<file path="src/rtl/ksi_pkg.sv">
// Shared sizes, codes and divider interface types for the keyframe servo interpolator.
// Used by ksi_divider and keyframe_servo_interpolator; depends on nothing else.
package ksi_pkg;

   localparam int FRAMES    = 3;
   localparam int SERVOS    = 3;
   localparam int FRM_W     = $clog2(FRAMES);
   localparam int SRV_W     = (SERVOS > 1) ? $clog2(SERVOS) : 1;
   localparam int KEY_DEPTH = FRAMES * SERVOS;
   localparam int KEY_AW    = $clog2(KEY_DEPTH);

   localparam int ANG_W  = 8;
   localparam int DUR_W  = 24;
   localparam int CTR_W  = 30;
   localparam int TOT_W  = 30;
   localparam int POS_W  = 16;
   localparam int PROD_W = ANG_W + DUR_W;

   localparam int DIV_W     = 30;
   localparam int DIV_CNT_W = $clog2(DIV_W + 1);
   localparam int LERP_STEPS = POS_W;

   typedef enum logic [1:0] {
      OP_KEY     = 2'd0,
      OP_DUR     = 2'd1,
      OP_ADVANCE = 2'd2,
      OP_SET     = 2'd3
   } op_type;

   typedef struct packed {
      logic                 start;
      logic [DIV_W-1:0]     rem_init;
      logic [DIV_W-1:0]     numer;
      logic [DIV_W-1:0]     divisor;
      logic [DIV_CNT_W-1:0] steps;
   } div_req_type;

   typedef struct packed {
      logic             done;
      logic [DIV_W-1:0] quot;
      logic [DIV_W-1:0] rem;
   } div_rsp_type;

endpackage

</file>
<file path="src/rtl/ksi_divider.sv">
// Bit-serial restoring divider, one quotient bit per cycle.
// Shared by the counter modulo and the per-servo interpolation; uses ksi_pkg.
module ksi_divider (
   input  logic                clock,
   input  logic                reset,
   input  ksi_pkg::div_req_type div_req,
   output ksi_pkg::div_rsp_type div_rsp
);

   logic                          run_ff, run_in;
   logic                          done_ff, done_in;
   logic [ksi_pkg::DIV_W-1:0]     rem_ff, rem_in;
   logic [ksi_pkg::DIV_W-1:0]     num_ff, num_in;
   logic [ksi_pkg::DIV_W-1:0]     quot_ff, quot_in;
   logic [ksi_pkg::DIV_W-1:0]     dvs_ff, dvs_in;
   logic [ksi_pkg::DIV_CNT_W-1:0] cnt_ff, cnt_in;
   logic [ksi_pkg::DIV_W:0]       shifted;
   logic [ksi_pkg::DIV_W:0]       trial;

   assign shifted = {rem_ff, num_ff[ksi_pkg::DIV_W-1]};
   assign trial   = shifted - {1'b0, dvs_ff};

   always_comb begin
      run_in  = run_ff;
      done_in = 1'b0;
      rem_in  = rem_ff;
      num_in  = num_ff;
      quot_in = quot_ff;
      dvs_in  = dvs_ff;
      cnt_in  = cnt_ff;
      if (div_req.start) begin
         run_in  = 1'b1;
         rem_in  = div_req.rem_init;
         num_in  = div_req.numer;
         quot_in = '0;
         dvs_in  = div_req.divisor;
         cnt_in  = div_req.steps;
      end else if (run_ff) begin
         // keep the trial difference when it does not borrow
         if (!trial[ksi_pkg::DIV_W]) begin
            rem_in = trial[ksi_pkg::DIV_W-1:0];
         end else begin
            rem_in = shifted[ksi_pkg::DIV_W-1:0];
         end
         quot_in = {quot_ff[ksi_pkg::DIV_W-2:0], ~trial[ksi_pkg::DIV_W]};
         num_in  = {num_ff[ksi_pkg::DIV_W-2:0], 1'b0};
         cnt_in  = cnt_ff - ksi_pkg::DIV_CNT_W'(1);
         if (cnt_ff == ksi_pkg::DIV_CNT_W'(1)) begin
            run_in  = 1'b0;
            done_in = 1'b1;
         end
      end
   end

   always_ff @(posedge clock) begin
      if (reset) begin
         run_ff  <= 1'b0;
         done_ff <= 1'b0;
      end else begin
         run_ff  <= run_in;
         done_ff <= done_in;
      end
   end

   always_ff @(posedge clock) begin
      rem_ff  <= rem_in;
      num_ff  <= num_in;
      quot_ff <= quot_in;
      dvs_ff  <= dvs_in;
      cnt_ff  <= cnt_in;
   end

   assign div_rsp.done = done_ff;
   assign div_rsp.quot = quot_ff;
   assign div_rsp.rem  = rem_ff;

endmodule

</file>
<file path="src/rtl/keyframe_servo_interpolator.sv">
// Looping keyframe animator: keyframe and duration tables, time counter, per-servo output.
// Depends on ksi_pkg and ksi_divider.
//
// Usage: drive req_* with start high; the item is taken at an edge where busy is low.
// Keyframe writes and counter sets never raise busy. A duration
// write holds busy for one cycle while the running total is updated from the table.
// An advance emits one result per servo on rsp_*, each valid for exactly one cycle
// with rsp_valid high, servo 0 first, rsp_last on the final one. The receiver cannot
// stall, so results are never held. With a zero total duration an advance skips the
// counter modulo and segment search; otherwise it runs the 30-step counter modulo,
// then reads and compares each segment up to the one it stops at. Per servo it does
// two table reads and, for a nonzero segment duration, the 16-step serial divide.
// Reset clears the counter and the running total, then busy stays high for a
// clearing pass over all FRAMES*SERVOS key addresses that zeroes both tables.
module keyframe_servo_interpolator (
   input  logic        clock,
   input  logic        reset,
   input  logic        start,
   output logic        busy,
   input  logic [1:0]  req_op,
   input  logic [5:0]  req_frame_index,
   input  logic [3:0]  req_servo_index,
   input  logic [7:0]  req_key_angle,
   input  logic [23:0] req_amount,
   output logic        rsp_valid,
   output logic [3:0]  rsp_servo_id,
   output logic [15:0] rsp_position,
   output logic [5:0]  rsp_segment,
   output logic        rsp_last,
   output logic        rsp_no_duration
);

   typedef enum logic [10:0] {
      ST_CLEAR      = 11'b000_0000_0001,
      ST_IDLE       = 11'b000_0000_0010,
      ST_DUR_WR     = 11'b000_0000_0100,
      ST_MOD_RUN    = 11'b000_0000_1000,
      ST_SEG_RD     = 11'b000_0001_0000,
      ST_SEG_CMP    = 11'b000_0010_0000,
      ST_KEY_RD_CUR = 11'b000_0100_0000,
      ST_KEY_RD_NXT = 11'b000_1000_0000,
      ST_KEY_MUL    = 11'b001_0000_0000,
      ST_LERP_LOAD  = 11'b010_0000_0000,
      ST_LERP_RUN   = 11'b100_0000_0000
   } state_type;

   state_type                     state_ff, state_in;
   logic [ksi_pkg::KEY_AW-1:0]    clr_ff, clr_in;
   logic [ksi_pkg::CTR_W-1:0]     counter_ff, counter_in;
   logic [ksi_pkg::TOT_W-1:0]     total_ff, total_in;
   logic [ksi_pkg::FRM_W-1:0]     frame_ff, frame_in;
   logic [ksi_pkg::DUR_W-1:0]     amount_ff, amount_in;
   logic [ksi_pkg::CTR_W-1:0]     off_ff, off_in;
   logic [ksi_pkg::FRM_W-1:0]     seg_ff, seg_in;
   logic [ksi_pkg::KEY_AW-1:0]    base_ff, base_in;
   logic [ksi_pkg::SRV_W-1:0]     servo_ff, servo_in;
   logic [ksi_pkg::DUR_W-1:0]     seg_dur_ff, seg_dur_in;
   logic                          none_ff, none_in;
   logic [ksi_pkg::ANG_W-1:0]     key_cur_ff, key_cur_in;
   logic                          neg_ff, neg_in;
   logic [ksi_pkg::PROD_W-1:0]    prod_ff, prod_in;

   logic                          rsp_valid_ff, rsp_valid_in;
   logic [3:0]                    rsp_servo_ff, rsp_servo_in;
   logic [ksi_pkg::POS_W-1:0]     rsp_pos_ff, rsp_pos_in;
   logic [5:0]                    rsp_seg_ff, rsp_seg_in;
   logic                          rsp_last_ff, rsp_last_in;
   logic                          rsp_none_ff, rsp_none_in;

   logic [ksi_pkg::ANG_W-1:0]     key_mem [ksi_pkg::KEY_DEPTH];
   logic [ksi_pkg::DUR_W-1:0]     dur_mem [ksi_pkg::FRAMES];
   logic [ksi_pkg::ANG_W-1:0]     key_rdata_ff;
   logic [ksi_pkg::DUR_W-1:0]     dur_rdata_ff;

   logic                          key_we;
   logic [ksi_pkg::KEY_AW-1:0]    key_waddr;
   logic [ksi_pkg::ANG_W-1:0]     key_wdata;
   logic [ksi_pkg::KEY_AW-1:0]    key_raddr;
   logic                          dur_we;
   logic [ksi_pkg::FRM_W-1:0]     dur_waddr;
   logic [ksi_pkg::DUR_W-1:0]     dur_wdata;
   logic [ksi_pkg::FRM_W-1:0]     dur_raddr;

   ksi_pkg::div_req_type          div_req;
   ksi_pkg::div_rsp_type          div_rsp;

   logic                          frame_ok;
   logic                          servo_ok;
   logic [ksi_pkg::KEY_AW-1:0]    req_key_addr;
   logic [ksi_pkg::CTR_W-1:0]     sum;
   logic                          seg_is_last;
   logic                          servo_is_last;
   logic [ksi_pkg::KEY_AW-1:0]    nxt_base;
   logic [ksi_pkg::ANG_W-1:0]     mag;
   logic [ksi_pkg::POS_W-1:0]     base_pos;
   logic [ksi_pkg::POS_W-1:0]     quot16;
   logic                          emit;
   logic [ksi_pkg::POS_W-1:0]     emit_pos;

   ksi_divider u_divider (
      .clock   (clock),
      .reset   (reset),
      .div_req (div_req),
      .div_rsp (div_rsp)
   );

   assign frame_ok      = ({1'b0, req_frame_index} < 7'(ksi_pkg::FRAMES));
   assign servo_ok      = ({1'b0, req_servo_index} < 5'(ksi_pkg::SERVOS));
   assign req_key_addr  = ksi_pkg::KEY_AW'(int'(req_frame_index) * ksi_pkg::SERVOS
                                           + int'(req_servo_index));
   assign sum           = ksi_pkg::CTR_W'(counter_ff + ksi_pkg::CTR_W'(req_amount));
   assign seg_is_last   = (seg_ff == ksi_pkg::FRM_W'(ksi_pkg::FRAMES - 1));
   assign servo_is_last = (servo_ff == ksi_pkg::SRV_W'(ksi_pkg::SERVOS - 1));
   assign nxt_base      = seg_is_last ? '0
                          : ksi_pkg::KEY_AW'(base_ff + ksi_pkg::KEY_AW'(ksi_pkg::SERVOS));
   assign mag           = (key_rdata_ff < key_cur_ff) ? (key_cur_ff - key_rdata_ff)
                          : (key_rdata_ff - key_cur_ff);
   assign base_pos      = {key_cur_ff, 8'h00};
   assign quot16        = div_rsp.quot[ksi_pkg::POS_W-1:0];

   assign busy = (state_ff != ST_IDLE);

   always_comb begin
      state_in     = state_ff;
      clr_in       = clr_ff;
      counter_in   = counter_ff;
      total_in     = total_ff;
      frame_in     = frame_ff;
      amount_in    = amount_ff;
      off_in       = off_ff;
      seg_in       = seg_ff;
      base_in      = base_ff;
      servo_in     = servo_ff;
      seg_dur_in   = seg_dur_ff;
      none_in      = none_ff;
      key_cur_in   = key_cur_ff;
      neg_in       = neg_ff;
      prod_in      = prod_ff;
      rsp_valid_in = 1'b0;
      rsp_servo_in = rsp_servo_ff;
      rsp_pos_in   = rsp_pos_ff;
      rsp_seg_in   = rsp_seg_ff;
      rsp_last_in  = rsp_last_ff;
      rsp_none_in  = rsp_none_ff;

      key_we    = 1'b0;
      key_waddr = clr_ff;
      key_wdata = '0;
      key_raddr = ksi_pkg::KEY_AW'(base_ff + ksi_pkg::KEY_AW'(servo_ff));
      dur_we    = 1'b0;
      dur_waddr = clr_ff[ksi_pkg::FRM_W-1:0];
      dur_wdata = '0;
      dur_raddr = seg_ff;

      div_req.start    = 1'b0;
      div_req.rem_init = '0;
      div_req.numer    = sum;
      div_req.divisor  = total_ff;
      div_req.steps    = ksi_pkg::DIV_CNT_W'(ksi_pkg::CTR_W);

      emit     = 1'b0;
      emit_pos = base_pos;

      unique case (state_ff)
         ST_CLEAR: begin
            key_we = 1'b1;
            dur_we = ({1'b0, clr_ff} < (ksi_pkg::KEY_AW + 1)'(ksi_pkg::FRAMES));
            clr_in = ksi_pkg::KEY_AW'(clr_ff + ksi_pkg::KEY_AW'(1));
            if (clr_ff == ksi_pkg::KEY_AW'(ksi_pkg::KEY_DEPTH - 1)) begin
               state_in = ST_IDLE;
            end
         end
         ST_IDLE: begin
            // fetch the old duration now so the total can be corrected next cycle
            dur_raddr = req_frame_index[ksi_pkg::FRM_W-1:0];
            if (start) begin
               unique case (ksi_pkg::op_type'(req_op))
                  ksi_pkg::OP_KEY: begin
                     if (frame_ok && servo_ok) begin
                        key_we    = 1'b1;
                        key_waddr = req_key_addr;
                        key_wdata = req_key_angle;
                     end
                  end
                  ksi_pkg::OP_DUR: begin
                     if (frame_ok) begin
                        frame_in  = req_frame_index[ksi_pkg::FRM_W-1:0];
                        amount_in = req_amount;
                        state_in  = ST_DUR_WR;
                     end
                  end
                  ksi_pkg::OP_SET: begin
                     counter_in = ksi_pkg::CTR_W'(req_amount);
                  end
                  ksi_pkg::OP_ADVANCE: begin
                     seg_in   = '0;
                     base_in  = '0;
                     servo_in = '0;
                     if (total_ff == '0) begin
                        counter_in = sum;
                        none_in    = 1'b1;
                        state_in   = ST_KEY_RD_CUR;
                     end else begin
                        none_in       = 1'b0;
                        div_req.start = 1'b1;
                        state_in      = ST_MOD_RUN;
                     end
                  end
                  default: begin
                  end
               endcase
            end
         end
         ST_DUR_WR: begin
            dur_we    = 1'b1;
            dur_waddr = frame_ff;
            dur_wdata = amount_ff;
            total_in  = ksi_pkg::TOT_W'(total_ff - ksi_pkg::TOT_W'(dur_rdata_ff)
                                        + ksi_pkg::TOT_W'(amount_ff));
            state_in  = ST_IDLE;
         end
         ST_MOD_RUN: begin
            if (div_rsp.done) begin
               counter_in = div_rsp.rem;
               off_in     = div_rsp.rem;
               state_in   = ST_SEG_RD;
            end
         end
         ST_SEG_RD: begin
            state_in = ST_SEG_CMP;
         end
         ST_SEG_CMP: begin
            if ((off_ff < ksi_pkg::CTR_W'(dur_rdata_ff)) || seg_is_last) begin
               seg_dur_in = dur_rdata_ff;
               state_in   = ST_KEY_RD_CUR;
            end else begin
               off_in   = off_ff - ksi_pkg::CTR_W'(dur_rdata_ff);
               seg_in   = ksi_pkg::FRM_W'(seg_ff + ksi_pkg::FRM_W'(1));
               base_in  = ksi_pkg::KEY_AW'(base_ff + ksi_pkg::KEY_AW'(ksi_pkg::SERVOS));
               state_in = ST_SEG_RD;
            end
         end
         ST_KEY_RD_CUR: begin
            state_in = ST_KEY_RD_NXT;
         end
         ST_KEY_RD_NXT: begin
            key_cur_in = key_rdata_ff;
            key_raddr  = ksi_pkg::KEY_AW'(nxt_base + ksi_pkg::KEY_AW'(servo_ff));
            state_in   = ST_KEY_MUL;
         end
         ST_KEY_MUL: begin
            neg_in  = (key_rdata_ff < key_cur_ff);
            prod_in = ksi_pkg::PROD_W'(mag) * ksi_pkg::PROD_W'(off_ff[ksi_pkg::DUR_W-1:0]);
            if (none_ff || (seg_dur_ff == '0)) begin
               emit = 1'b1;
            end else begin
               state_in = ST_LERP_LOAD;
            end
         end
         ST_LERP_LOAD: begin
            // product >> 8 is below the duration, so 16 steps give the whole quotient
            div_req.start    = 1'b1;
            div_req.rem_init = ksi_pkg::DIV_W'(prod_ff[ksi_pkg::PROD_W-1:8]);
            div_req.numer    = {prod_ff[7:0], (ksi_pkg::DIV_W - 8)'(0)};
            div_req.divisor  = ksi_pkg::DIV_W'(seg_dur_ff);
            div_req.steps    = ksi_pkg::DIV_CNT_W'(ksi_pkg::LERP_STEPS);
            state_in         = ST_LERP_RUN;
         end
         ST_LERP_RUN: begin
            if (div_rsp.done) begin
               emit     = 1'b1;
               emit_pos = neg_ff ? (base_pos - quot16) : (base_pos + quot16);
            end
         end
         default: begin
            state_in = ST_IDLE;
         end
      endcase

      if (emit) begin
         rsp_valid_in = 1'b1;
         rsp_servo_in = 4'(servo_ff);
         rsp_pos_in   = emit_pos;
         rsp_seg_in   = 6'(seg_ff);
         rsp_last_in  = servo_is_last;
         rsp_none_in  = none_ff;
         if (servo_is_last) begin
            state_in = ST_IDLE;
         end else begin
            servo_in = ksi_pkg::SRV_W'(servo_ff + ksi_pkg::SRV_W'(1));
            state_in = ST_KEY_RD_CUR;
         end
      end
   end

   always_ff @(posedge clock) begin
      if (reset) begin
         state_ff     <= ST_CLEAR;
         clr_ff       <= '0;
         counter_ff   <= '0;
         total_ff     <= '0;
         rsp_valid_ff <= 1'b0;
      end else begin
         state_ff     <= state_in;
         clr_ff       <= clr_in;
         counter_ff   <= counter_in;
         total_ff     <= total_in;
         rsp_valid_ff <= rsp_valid_in;
      end
   end

   always_ff @(posedge clock) begin
      frame_ff     <= frame_in;
      amount_ff    <= amount_in;
      off_ff       <= off_in;
      seg_ff       <= seg_in;
      base_ff      <= base_in;
      servo_ff     <= servo_in;
      seg_dur_ff   <= seg_dur_in;
      none_ff      <= none_in;
      key_cur_ff   <= key_cur_in;
      neg_ff       <= neg_in;
      prod_ff      <= prod_in;
      rsp_servo_ff <= rsp_servo_in;
      rsp_pos_ff   <= rsp_pos_in;
      rsp_seg_ff   <= rsp_seg_in;
      rsp_last_ff  <= rsp_last_in;
      rsp_none_ff  <= rsp_none_in;
   end

   always_ff @(posedge clock) begin
      if (key_we) begin
         key_mem[key_waddr] <= key_wdata;
      end
      key_rdata_ff <= key_mem[key_raddr];
   end

   always_ff @(posedge clock) begin
      if (dur_we) begin
         dur_mem[dur_waddr] <= dur_wdata;
      end
      dur_rdata_ff <= dur_mem[dur_raddr];
   end

   assign rsp_valid       = rsp_valid_ff;
   assign rsp_servo_id    = rsp_servo_ff;
   assign rsp_position    = rsp_pos_ff;
   assign rsp_segment     = rsp_seg_ff;
   assign rsp_last        = rsp_last_ff;
   assign rsp_no_duration = rsp_none_ff;

endmodule

</file>
<file path="config.mk">
export PLATFORM = sky130hd
export DESIGN_NAME = keyframe_servo_interpolator
export DESIGN_NICKNAME = d
export VERILOG_FILES = /design/src/rtl/ksi_pkg.sv /design/src/rtl/ksi_divider.sv /design/src/rtl/keyframe_servo_interpolator.sv
export SDC_FILE = /design/constraint.sdc
export NUM_CORES = 2
export LEC_CHECK = 0
export BUFFER_PORTS_ARGS = -buffer_cell sky130_fd_sc_hd__buf_2
export CAP_MARGIN = 0
export CORE_AREA = 3 3 300 302
export CTS_BUF_LIST = sky130_fd_sc_hd__clkbuf_2
export CTS_CLUSTER_DIAMETER = 100
export CTS_CLUSTER_SIZE = 12
export DETAILED_ROUTE_END_ITERATION = 12
export DIE_AREA = 0 0 303 305
export PLACE_DENSITY = 0.52
export SLEW_MARGIN = 40
export SYNTH_ARGS = -nofsm -noshare
export SYNTH_HDL_FRONTEND = slang
export SYNTH_SLANG_ARGS = --single-unit
</file>
<file path="constraint.sdc">
create_clock -name clock -period 9.2 [get_ports clock]
set_input_delay 0.46 -clock clock [delete_from_list [all_inputs] [get_ports clock]]
set_output_delay 0.46 -clock clock [all_outputs]
set_load 0.02 [all_outputs]
</file>
==> summary.txt <==
Setup path
  – CP max stage cell: edfxtp_1
  – Critical path fanouts, max: 24
  – Slowest stage delay, CP: 0.50 ns
  – Crit path launch: key_cur_ff[1]$_DFFE_PN_
  – Crit end category: register
  – Startpoint types: register
  – Reg-to-Reg Start: key_cur_ff[1]$_DFFE_PN_
  – CP Class: reg -> reg
  – Worst Path Arrival: 9.04 ns
  – Worst path most repeated cell: fa_1
  – Reg-to-reg setup timing slack: 1.06 ns
  – Worst EP required: 10.10 ns

Logic synthesis
  – Synth Area in Compound Gates: 13.8%
  – Syn_area_per_cell: 9.97 um^2
  – Post-synthesis xor/xnor area fraction: under 10%
  – Area of the mapped netlist: 0.0350 mm^2
  – Post-Synthesis Cells: 3,515
  – Post-synth ARST share: 0%
  – Largest family of logic cells by synthesized area: adder cells
  – Sequential element share of the synthesized area: 40.7%
  – Post-synth cell types: 92
  – EDFF count, synth: 390
  – Post-synthesis register bit count: 517
  – Synth warn: 0
  – Simple-Gate Fraction of Synth Area: 15.0%
  – Adder-Cell Fraction of Synth Area: between 10% and 20%
  – Synth Flop Type: edfxtp_1
  – Mux contribution to synthesized area: 3.74%

Clock network
  – Clock-pin slew on the worst setup and hold paths: 0.27 ns
  – # resized after CTS: 0
  – # clock sinks: 517
  – CTS tree: built
  – Clock latency on the worst-skew pair: roughly 1.2 ns
  – Clock buffers created by TritonCTS: 49
  – Max Root-Sink Buffers: 3
  – Root buf cell: clkbuf_2
  – Post-CTS Setup Bufs: 0
  – Htree depth: 2

Global route
  – Global-route wire length before repair: between 150,000 and 200,000 um
  – GRT Overall Usage: ~22%
  – Initial antenna violation count: 7
  – Overflow after GRT: 0
  – Largest net degree at the start of global routing: 74
  – Number of global-route vias before repair: 25,205

Finish
  – Layout net count: roughly 4,000
  – Share of layout cells above drive strength 1: 7.92%
  – Count of filler cells inserted in the layout: 8,611
  – Commonest non-fill, non-tap cell in the layout: edfxtp_1
  – Most frequent cells in the layout: 390 x edfxtp_1, 362 x inv_1, 315 x nand2_1
  – Area Growth Syn to Fin: 7.65%
  – Design area: 0.0377 mm^2

STA
  – Final worst-path cycle share: roughly nine tenths
  – Tmin final: 8.14 ns
  – Max_slew headroom: 43.0%
  – RSZ-0062 raised after global routing: no
  – Final setup viols: 0
  – WHS: 0.164 ns
  – FMAX: 0.123 GHz
  – Actual slew at the worst max-slew pin: 0.851 ns
  – Clk_skew: 0.117 ns
  – Setup_tns: 0 ns
  – Max Slew Vio Count: 0
  – Hold Vio Cnt, Final: 0

Placed design
  – Placement Cell Area: 0.0367 mm^2
  – HPWL after detailed placement: around 76,000 um
  – Port bufs: 70
  – GPL Wtd Cong: 0.895

Drt
  – Final wirelength: roughly 100,000 um
  – Drt drc: 0
  – Post-DRT Antenna Nets: 0
  – DR WL/cell: 21.1 um
  – Vias: roughly 26,000
  – Initial drt markers: just over 2,000
  – Detailed Routing Iterations Pass 1: 5
  – Via/cell ratio: between 5 and 6

Min path
  – Hold Crit Class: in -> reg
  – Hold Crit Start: req_amount[20]

Die
  – Starting Density: about 40%
  – Rows: about 110
  – Core area: 0.0880 mm^2
  – Die height: 305 um
  – Die width: between 300 and 400 um
  – # IOs: 77
  – Die Area: 0.0924 mm^2

Outcome
  – Status: complete, no violations

Job
  – Max_cap viols: 0
[layout make-up]
cell class,count,area (um^2),share of cell area (%)
multi-input cells,2462,18900,50.0
flip-flops and latches,517,14300,37.8
well taps,1165,1460,3.86
inverters,364,1370,3.62
repair buffers,177,1300,3.45
clock buffers,87,435,1.15
clock inverters,4,56.3,0.149
diodes,2,5.00,0.0133
[final timing paths]
| check | end | cells past startpoint |
|---|---|---|
| setup / recovery | prod_ff[31]$_DFFE_PP_ | 29 |
| hold / removal | amount_ff[20]$_DFFE_PP_ | 2 |
| setup reg to reg | prod_ff[31]$_DFFE_PP_ | 29 |
| hold reg to reg | key_cur_ff[6]$_DFFE_PN_ | 0 |
[cells by family after synthesis]
| logic type | Yosys count |
|---|---|
| adder cells (fa/ha/maj) | 376 |
| XOR/XNOR | 149 |
| AND/OR/NAND/NOR | 1060 |
| buffers and inverters | 541 |
| flip-flops | 517 |
| other | 1 |
| multiplexers | 110 |
| AO/OA/AOI/OAI | 761 |
[per-stage QoR]
stage | setup slack [ns] | util (%) | std cells
after CTS | 1.03 | 42.9 | 4776
after floorplan | 1.99 | - | 3520
after detailed placement | 1.01 | 41.7 | 4628
after global routing | 0.463 | 42.9 | 4777
final | 1.06 | 42.9 | 4778
after global placement | 1.16 | 41.6 | 4628
[per-layer routing]
| layer | wire [um] | global-route usage, % | part of all wire, % |
|---|---|---|---|
| met1 | 48200 | 31.9 | 48 |
| met2 | 45100 | 33.9 | 45 |
| met3 | 4960 | 2.94 | 4.9 |
| met4 | 2630 | 5.53 | 2.6 |
| met5 | 15 | 0 | 0.015 |
[critical path: cells and delay by family (launching register included)]
family / cells / cell delay [ns]
xor+xnor: 2 / 0.24
mux: 1 / 0.11
simple gates: 3 / 0.74
compound gates: 12 / 2.90
flops: 1 / 0.50
buf+inv: 5 / 0.81
fa+ha+maj: 6 / 2.67
[state kept, by name (all words and copies together) (netlist names), 4 cells and up, named ones only]
register / flops
key_rdata_ff: 8
key_mem: 72
u_divider.rem_ff: 30
base_ff: 4
off_ff: 30
seg_dur_ff: 24
u_divider.num_ff: 30
u_divider.quot_ff: 16
state_ff: 11
dur_rdata_ff: 24
rsp_position: 16
amount_ff: 24
u_divider.cnt_ff: 5
counter_ff: 30
key_cur_ff: 8
clr_ff: 4
prod_ff: 32
u_divider.dvs_ff: 30
dur_mem: 72
total_ff: 30
[cell usage after synthesis (all sizes together) (8+ instances only)]
master,number,share of area [%]
and3,24,0.43
buf,37,0.64
and4,11,0.27
nor3b,33,0.72
a211oi,29,0.62
xnor2,86,2.1
clkbuf,140,1.5
dfxtp,127,7.3
inv,364,3.9
a311oi,23,0.57
a31oi,41,0.73
ha,210,7.5
nor4,24,0.56
edfxtp,390,33
nor4b,8,0.20
mux2i,89,2.6
a21oi,208,3.0
or3,9,0.16
and2,123,2.2
o21bai,18,0.39
o31ai,17,0.36
nand2,316,3.4
fa,166,9.5
a21o,76,1.6
nor2,259,2.8
nor3,64,0.91
o211ai,46,1.0
nand4,35,0.62
a22oi,8,0.17
nand3,60,0.86
o21a,15,0.34
xor2,63,1.6
mux4,16,1.0
nor2b,34,0.61
o21ai,191,2.7
nand2b,31,0.55
[what timing repair did]
item	4_1_cts	5_1_grt
hold buffers	57	0
endpoints found under the setup margin	0	0
hold endpoints to repair	204	0
Power is not shown: default switching activity piles up to over one toggle a cycle in this logic, so the estimate is an artifact.
